==> config.mk <==
export PLATFORM = sky130hd
export DESIGN_NAME = cluster_probe_age_replace
export DESIGN_NICKNAME = d
export VERILOG_FILES = /design/src/rtl/cpar_pkg.sv /design/src/rtl/cluster_probe_age_replace.sv /design/src/rtl/cpar_lane.sv /design/src/rtl/cpar_merge.sv
export SDC_FILE = /design/constraint.sdc
export NUM_CORES = 1
export LEC_CHECK = 0
export ABC_AREA = 0
export BUFFER_PORTS_ARGS = -buffer_cell sky130_fd_sc_hd__buf_2
export CORE_UTILIZATION = 30
export CTS_BUF_LIST = sky130_fd_sc_hd__clkbuf_8 sky130_fd_sc_hd__clkbuf_16
export CTS_CLUSTER_DIAMETER = 200
export CTS_CLUSTER_SIZE = 30
export DETAILED_ROUTE_END_ITERATION = 16
export PLACE_DENSITY_LB_ADDON = 0.05
export SYNTH_ARGS = -nofsm -noshare
export SYNTH_HDL_FRONTEND = slang
export SYNTH_SLANG_ARGS = --single-unit
==> constraint.sdc <==
create_clock -name aclk -period 11.9 [get_ports aclk]
set_input_delay 0.595 -clock aclk [delete_from_list [all_inputs] [get_ports aclk]]
set_output_delay 0.595 -clock aclk [all_outputs]
set_load 0.03 [all_outputs]
==> src/rtl/cpar_pkg.sv <==
// Shared types and constants for the cluster probe with age-based replacement.
`default_nettype none

package cpar_pkg;

    // Field widths of one probe word
    localparam int TAG_W      = 16;
    localparam int FLAGS_W    = 8;
    localparam int DEPTH_W    = 8;
    localparam int WAY_BITS   = TAG_W + FLAGS_W + DEPTH_W;
    localparam int MAX_WAYS   = 3;
    localparam int S_DATA_W   = TAG_W + MAX_WAYS * WAY_BITS;

    // Result fields
    localparam int WAY_W      = 2;
    localparam int M_DATA_W   = 16;

    // Replacement value: signed depth minus an age of up to 248
    localparam int VALUE_W    = 10;

    localparam logic [FLAGS_W-1:0] GEN_MASK   = 8'hF8;
    localparam logic [FLAGS_W-1:0] BOUND_MASK = 8'h07;

    // What one lane finds about its way
    typedef struct packed {
        logic                      empty;
        logic                      match;
        logic                      refresh;
        logic [FLAGS_W-1:0]        new_flags;
        logic signed [VALUE_W-1:0] value;
    } lane_t;

    // Merged result of one probe
    typedef struct packed {
        logic               hit;
        logic [WAY_W-1:0]   way;
        logic               update;
        logic [FLAGS_W-1:0] new_flags;
    } result_t;

endpackage

`default_nettype wire

==> src/rtl/cluster_probe_age_replace.sv <==
// Top level: cluster probe with age-based replacement, one word per cycle while m_ does not stall.
//
//  Channel  Direction  Handshake             Payload
//  s_       in         s_tvalid / s_tready   probe tag and three ways (tag, flags, depth)
//  m_       out        m_tvalid / m_tready   hit in tuser; way, update, new flags in tdata
//  cfg_     in         cfg_valid / cfg_ready generation register
//
//  The lanes and the merge are combinational and sit in front of the output register.
//  A new word is taken every cycle while the output register is empty or being drained.
//  Reset (aresetn low, synchronous) empties the output register and clears generation.
//  A stall on m_ holds the result and stalls s_ in the same cycle, no word is dropped.
//  Generation writes are always accepted and apply to words taken afterwards.
`default_nettype none

module cluster_probe_age_replace #(
    parameter int WAYS = 3
) (
    input  wire logic                          aclk,
    input  wire logic                          aresetn,

    // Fields from bit 0: probe_tag, way0_tag, way0_flags, way0_depth,
    // way1_tag, way1_flags, way1_depth, way2_tag, way2_flags, way2_depth
    input  wire logic [cpar_pkg::S_DATA_W-1:0] s_tdata,
    input  wire logic                          s_tvalid,
    output      logic                          s_tready,

    // Fields from bit 0: chosen_way, flags_update, new_flags, zero fill
    output      logic [cpar_pkg::M_DATA_W-1:0] m_tdata,
    // Fields from bit 0: hit
    output      logic                          m_tuser,
    output      logic                          m_tvalid,
    input  wire logic                          m_tready,

    input  wire logic [cpar_pkg::FLAGS_W-1:0]  cfg_data,
    input  wire logic                          cfg_valid,
    output      logic                          cfg_ready
);
    import cpar_pkg::*;

    localparam int NWAYS = (WAYS > MAX_WAYS) ? MAX_WAYS : WAYS;

    logic [FLAGS_W-1:0] gen_reg;
    logic [FLAGS_W-1:0] gen_next;
    logic               valid_reg;
    logic               valid_next;
    result_t            res_reg;
    result_t            res_next;
    lane_t              lanes [NWAYS];
    logic               s_accept;

    // Configuration: always ready
    assign cfg_ready = 1'b1;
    assign gen_next  = (cfg_valid && cfg_ready) ? cfg_data : gen_reg;

    // One lane per way
    for (genvar g = 0; g < NWAYS; g++) begin : g_lane
        cpar_lane u_lane (
            .generation (gen_reg),
            .probe_tag  (s_tdata[0 +: TAG_W]),
            .way_tag    (s_tdata[TAG_W + g*WAY_BITS +: TAG_W]),
            .way_flags  (s_tdata[TAG_W + g*WAY_BITS + TAG_W +: FLAGS_W]),
            .way_depth  (s_tdata[TAG_W + g*WAY_BITS + TAG_W + FLAGS_W +: DEPTH_W]),
            .lane       (lanes[g])
        );
    end

    cpar_merge #(
        .WAYS (NWAYS)
    ) u_merge (
        .lanes  (lanes),
        .result (res_next)
    );

    // Take a word whenever the output register is free or draining
    assign s_tready = !valid_reg || m_tready;
    assign s_accept = s_tvalid && s_tready;

    always_comb begin
        valid_next = valid_reg;
        if (s_accept) begin
            valid_next = 1'b1;
        end else if (m_tready) begin
            valid_next = 1'b0;
        end
    end

    // Control state
    always_ff @(posedge aclk) begin
        if (!aresetn) begin
            valid_reg <= 1'b0;
            gen_reg   <= '0;
        end else begin
            valid_reg <= valid_next;
            gen_reg   <= gen_next;
        end
    end

    // Hold the result until it is taken
    always_ff @(posedge aclk) begin
        if (s_accept) begin
            res_reg <= res_next;
        end
    end

    assign m_tvalid = valid_reg;
    assign m_tuser  = res_reg.hit;
    assign m_tdata  = {{(M_DATA_W - WAY_W - 1 - FLAGS_W){1'b0}},
                       res_reg.new_flags, res_reg.update, res_reg.way};

    // Chosen way always lies within the scanned ways
    a_way_range: assert property (@(posedge aclk) disable iff (!aresetn)
        m_tvalid |-> (m_tdata[WAY_W-1:0] < WAY_W'(NWAYS)))
        else $error("chosen way beyond configured ways");

    // A miss carries no flag write-back
    a_miss_clean: assert property (@(posedge aclk) disable iff (!aresetn)
        (m_tvalid && !m_tuser) |-> (m_tdata[M_DATA_W-1:WAY_W] == '0))
        else $error("miss result with flag update or flags");

    // An accepted word shows up as a result in the next cycle
    a_one_cycle: assert property (@(posedge aclk) disable iff (!aresetn)
        (s_tvalid && s_tready) |=> m_tvalid)
        else $error("accepted word produced no result");

endmodule

`default_nettype wire

==> src/rtl/cpar_lane.sv <==
// One way lane: empty and tag checks, flag refresh and replacement value.
`default_nettype none

module cpar_lane (
    input  wire logic [cpar_pkg::FLAGS_W-1:0] generation,
    input  wire logic [cpar_pkg::TAG_W-1:0]   probe_tag,
    input  wire logic [cpar_pkg::TAG_W-1:0]   way_tag,
    input  wire logic [cpar_pkg::FLAGS_W-1:0] way_flags,
    input  wire logic [cpar_pkg::DEPTH_W-1:0] way_depth,
    output cpar_pkg::lane_t                   lane
);
    import cpar_pkg::*;

    logic [FLAGS_W-1:0] age;
    logic               refresh;

    // Age in whole generations, kept in the upper five bits
    assign age     = (generation - (way_flags & GEN_MASK)) & GEN_MASK;
    assign refresh = (way_flags & GEN_MASK) != generation;

    // Collect the per-way findings
    always_comb begin
        lane.empty     = (way_tag == '0);
        lane.match     = (way_tag == probe_tag);
        lane.refresh   = refresh;
        lane.new_flags = refresh ? (generation + (way_flags & BOUND_MASK)) : way_flags;
        lane.value     = VALUE_W'($signed(way_depth))
                         - $signed({{(VALUE_W-FLAGS_W){1'b0}}, age});
    end

endmodule

`default_nettype wire

==> src/rtl/cpar_merge.sv <==
// Merge of the lane findings: first empty or matching way, else least-value victim.
`default_nettype none

module cpar_merge #(
    parameter int WAYS = 3
) (
    input  wire cpar_pkg::lane_t lanes [WAYS],
    output cpar_pkg::result_t    result
);
    import cpar_pkg::*;

    logic                      found;
    logic [WAY_W-1:0]          victim;
    logic signed [VALUE_W-1:0] best;

    // Pick the victim: first way holding the least value
    always_comb begin
        best   = lanes[0].value;
        victim = '0;
        for (int i = 1; i < WAYS; i++) begin
            if (lanes[i].value < best) begin
                best   = lanes[i].value;
                victim = WAY_W'(i);
            end
        end
    end

    // Scan ways in order; the first empty or matching one ends the scan
    always_comb begin
        found            = 1'b0;
        result.hit       = 1'b0;
        result.way       = victim;
        result.update    = 1'b0;
        result.new_flags = '0;
        for (int i = 0; i < WAYS; i++) begin
            if (!found && (lanes[i].empty || lanes[i].match)) begin
                found      = 1'b1;
                result.way = WAY_W'(i);
                if (!lanes[i].empty) begin
                    result.hit       = 1'b1;
                    result.update    = lanes[i].refresh;
                    result.new_flags = lanes[i].new_flags;
                end
            end
        end
    end

endmodule

`default_nettype wire
# Yosys cells after proc, flatten, opt, wreduce, memory -nomap -nowiden

Cells that the tools add are included.

Register bits: 21
Input port bits: 125
Output and inout bits: 20
Logic and storage cells: 56

Add/subtract/negate cells: 9
Order comparisons: 2
Eq/ne operators: 6
Muxes and demuxes: 19
Reduce and logical (&&, ||, !) cells: 14

Operators with widths:

| operator                                     | count |
|---|---|
| 16-bit == test                               | 3 |
| 16-bit logical NOT                           | 3 |
| 12-bit two-way mux                           | 3 |
| 8-bit by 9-bit subtractor with 10-bit output | 3 |
| 9-bit two-way mux                            | 3 |
| 8-bit by 3-bit adder with 8-bit output       | 3 |
| 8-bit two-way mux                            | 3 |
| 8-bit != test                                | 3 |
| 8-bit subtractor                             | 3 |
| 10-bit < comparator                          | 2 |
| 10-bit two-way mux                           | 1 |
| 1-bit two-way mux                            | 8 |
| 1-bit logical OR                             | 4 |
| 1-bit logical AND                            | 3 |
| 1-bit logical NOT                            | 3 |
| 2-bit two-way mux                            | 1 |
| 2-bit nonzero test                           | 1 |

# Logic depth before layout (Yosys ltp)

Word-level depth: 11
Mapped depth: 28
Mapped depth without buffers: 26

# Hierarchy

A second synthesis with hierarchy kept.

Cell total of the unflattened synthesis: 513
Area total of the unflattened synthesis: 4265.3 um^2

Modules (own cells, without submodules):

| module                            | times used | cells an instance | area each (um^2) | seq. area each (um^2) |
|---|---|---|---|---|
| cpar_lane at g_lane[1].u_lane ... | 2          | 114               | 877.1            | 0.0 |
| cpar_merge                        | 1          | 121               | 885.8            | 0.0 |
| cpar_lane at g_lane[0].u_lane     | 1          | 114               | 867.1            | 0.0 |
| cluster_probe_age_replace         | 1          | 50                | 758.2            | 540.5 |

# Worst setup path before layout

OpenSTA, ideal clock, no wires.

Path type: reg2reg
Start point: register gen_reg[3]
End point: register res_reg (netlist bit m_tdata[1]) (data pin)
Setup time: 0.174 ns
Data arrival time: 5.696 ns
Data required time: 11.726 ns
Path slack: 6.030 ns
Stages on the path, launching flop included: 28
Path buffers: 2
Period minus slack after synthesis: 5.870 ns
Cells stage by stage: dfxtp_1 -> clkbuf_1 -> inv_1 -> ha_1 -> inv_1 -> fa_1 -> fa_1 -> nor2b_1 -> o21ai_0 -> nand2b_1 -> xor2_1 -> xor2_1 -> inv_1 -> ha_1 -> a21o_1 -> a31oi_1 -> a32o_1 -> a31o_2 -> buf_1 -> nor2_1 -> a21oi_1 -> ha_1 -> a21oi_1 -> o21ai_0 -> a2111oi_0 -> nand2_1 -> or2_2 -> a311oi_1

Longest elaborated chain between the ends: 8
Elaborated cells between the ends (all ways): 12
Classes of those cells: add/sub: 6; order compare: 2; mux: 4

Ends and longest elaborated chain:

| element                                      | line                             | text |
|---|---|---|
| start, declared                              | cluster_probe_age_replace.sv:42  | `logic [FLAGS_W-1:0] gen_reg;` |
| start signal, assigned                       | cluster_probe_age_replace.sv:94  | `gen_reg <= gen_next;` |
| 8-bit subtractor                             | cpar_lane.sv:18                  | `assign age = (generation - (way_flags & GEN_MASK)) & GEN_MASK;` |
| 8-bit by 9-bit subtractor with 10-bit output | cpar_lane.sv:28                  | `- $signed({{(VALUE_W-FLAGS_W){1'b0}}, age});` |
| 10-bit < comparator                          | cpar_merge.sv:21                 | `if (lanes[i].value < best) begin` |
| 10-bit two-way mux                           | cpar_merge.sv:21                 |  |
| 10-bit < comparator (*)                      | cpar_merge.sv:21                 |  |
| 2-bit two-way mux (*)                        | cpar_merge.sv:21                 |  |
| 12-bit two-way mux (*) (2 in series)         | cpar_merge.sv:36                 | `if (!found && (lanes[i].empty \|\| lanes[i].match)) begin` |
| end signal, assigned                         | cluster_probe_age_replace.sv:101 | `res_reg <= res_next;` |
| end, declared                                | cluster_probe_age_replace.sv:46  | `result_t res_reg;` |

Mark *: on every way between the ends. The rest lies on a longest branch, timed or not.
A chain may end at the register's enable or synchronous reset.

# Final worst setup path

Ends and elaborated chain as after synthesis.

==> flow_summary.ini <==
[outcome]
status = complete, no violations

[detailed_routing]
vias_per_cell = 4.82
wirelength_um = 12100
dr.pass1.iters = 4
wl_per_cell_um = 15.5
ant_nets = 0
vias = 3775
drt_iter0_markers = 122
drc = 0

[global_route]
grt.total_usage_pct = 17.0
grt_pass1_vias = 3691
antenna_found_initial = 0
overflow = 0
grt_max_degree = 16
grt_pass1_wl_um = 18700

[cts]
clk_path_buf_depth = 2
cts_tree = yes
cts_setup_buffers = 0
cts_resized = 0
clk_pin_slew_worst_paths_ns = 0.06
clkSinkCount = 21
hold_buffers = 0
worstSkewPairLatency_ns = 0.26
clock-root-buffer = clkbuf_16
h-tree-depth = 1
numCtsBuffers = 3

[synthesis]
synth-main-ff-cell = edfxtp_1
ys_ff_latch = 21
synth-async-reset-ratio_pct = 0
synth.avg_cell_area_um2 = 8.38
yosys-top-cells-area = ha_1, xnor2_1, edfxtp_1, xor2_1, mux2i_1
yosysWarningCount = 0
synth_edf_count = 12
syn-cell-area_um2 = 4030
syn-instance-count = 481
synth_top_area_share_pct = 16.4
yosysUniqueCellTypes = 52
synth_top_area_cell = ha_1
ys_seq_area_share_pct = 13.4

[cells_and_area]
final_cell_area_um2 = 4950
nets = 799
final_cells = 783
area_growth_pct = 22.8
largest_reg_flops = 11
drive_above_1_share_pct = 26.8
fillers = 1406
fin_util_pct = 38.5
diodes = 0

[timing]
clock_skew_ns = 0.00664
maxSlewViolCount = 0
relSlewSlack_pct = 47.7
fin_hold_ws_ns = 0.524
setup_tns_ns = 0
worst_slack_ns = 5.31
period_minus_slack_ns = 6.59
finalSetupViolCount = 0
tightest_slew_ns = 0.765
hold_viol = 0
rsz0062_at_grt = no
fmax_ghz = 0.152
fin_crit_sh_pct = 55.4

[floorplanning]
fp.dieH_um = 118
rows = 41
initial_core_util_pct = 31.3
core_area_um2 = 12900
chipWidth_um = 118
die-area_um2 = 13900
io_pins = 145

[critical_path]
arrival_ns = 6.68
crit_path_end_kind = register
r2r.worst_path.cells = 24
r2r-end = m_tdata[1]
cpMaxStageDelayCell = a2111oi_0
path_cells = inv_1 -> ha_1 -> inv_1 -> fa_1 -> fa_1 -> nor2b_1 -> o21ai_0 -> nand2b_1 -> xor2_1 -> xor2_1 -> inv_1 -> ha_1 -> a21o_1 -> a31oi_1 -> a32o_1 -> a31o_2 -> mux2_2 -> ha_1 -> a21oi_1 -> o21ai_0 -> a2111oi_0 -> nand2_1 -> or2_2 -> a311oi_1
startpoint_type = register
crit_fanout = 15
r2r_setup_slack_ns = 5.31
path_class = reg -> reg
r2r-start = gen_reg[3]
cp_slowest_stage_delay_ns = 0.73
required_ns = 11.98

[placed_design]
place_area_um2 = 4870
place_ws_ns = 5.40
portBuffers = 138
dp_hpwl_um = 10800
dp.cells = 779
gp_congestion = 0.846

[hold_path]
hold_path_depth = 2
holdPathEnd = m_tvalid
hp-class = reg -> reg
hold_start = m_tvalid

[pwr]
pwr_density_cell_nw_per_um2 = 112
finalPower_mw = 0.554
peakVddDrop_mv = 0.0675
p_leak_nw = 2.35

[run]
cap_violations = 0
report_power, final:
group / internal (mW) / leakage (nW) / switching, mW / total (mW)
Combinational: 0.173 / 2.12 / 0.213 / 0.386
Sequential: 0.0874 / 0.194 / 0.00657 / 0.0940
Clock: 0.0457 / 0.0414 / 0.0283 / 0.0740
Total: 0.306 / 2.35 / 0.248 / 0.554
kinds of logic after synthesis:
family / after synthesis / share of synthesized area, %
fa+ha+maj: 62 / 20.9
flops: 21 / 13.4
mux: 27 / 6.95
other cells: 2 / 0.186
xor+xnor: 89 / 19.3
compound gates: 92 / 14.6
buf+inv: 67 / 6.95
simple gates: 121 / 17.7
critical path: cells and delay by family (launching register included):
kind / cells / cell delay (ns)
mux: 1 / 0.38
buf+inv: 3 / 0.37
flops: 1 / 0.54
xor+xnor: 2 / 0.42
fa+ha+maj: 5 / 1.72
simple gates: 4 / 0.64
compound gates: 9 / 2.34
metal layers:
layer	up-vias	routed length (um)	GRT usage, %	part of all wire (%)
met3	4	670	2.71	5.5
met4	0	84	2.64	0.69
met2	140	6040	31.7	50
li1	1954	-	-	-
met5	-	0	0	0
met1	1677	5310	20.6	44
Yosys cell counts (all sizes together), types with 9 or more instances:
cell type   n
fa          9
xor2       33
edfxtp     12
nor4       18
nand2      19
o21ai      22
a21o       10
inv        49
buf        13
nor2       23
dfxtp       9
mux2i      19
a21oi      27
nor2b      18
nand4      18
xnor2      56
ha         53
how the worst max path moves through the flow:
| stage | slack (ns) | from | endpoint | depth (start not counted) |
|---|---|---|---|---|
| global route | 4.79 | gen_reg[3] | m_tdata[1] | 24 |
| detailed placement | 5.40 | gen_reg[3] | m_tdata[1] | 24 |
| global placement | 5.55 | gen_reg[3] | m_tdata[1] | 24 |
| CTS | 5.35 | gen_reg[3] | m_tdata[1] | 24 |
| floorplan | 6.03 | gen_reg[3] | m_tdata[1] | 27 |
| finish | 5.31 | gen_reg[3] | m_tdata[1] | 24 |
final cells by class:
cell class,instances,area [um2],area share (%)
clock inverter,1,6.26,0.126
sequential,21,541,10.9
tap,172,215,4.35
clock buffer,3,75.1,1.52
inverter,49,184,3.71
multi-input combinational,397,3230,65.1
timing repair buffer,140,706,14.2
placed cells by master (no fill, tap or decap), types with 12 or more instances in the layout:
master    instances
mux2i_1          19
o21ai_0          21
ha_1             53
a21oi_1          27
edfxtp_1         12
nand2_1          19
xor2_1           33
nor4_1           12
inv_1            49
nand4_1          18
nor2b_1          18
nor2_1           23
xnor2_1          56
buf_2           138
Note: power is estimated with default switching activity, not from simulation.
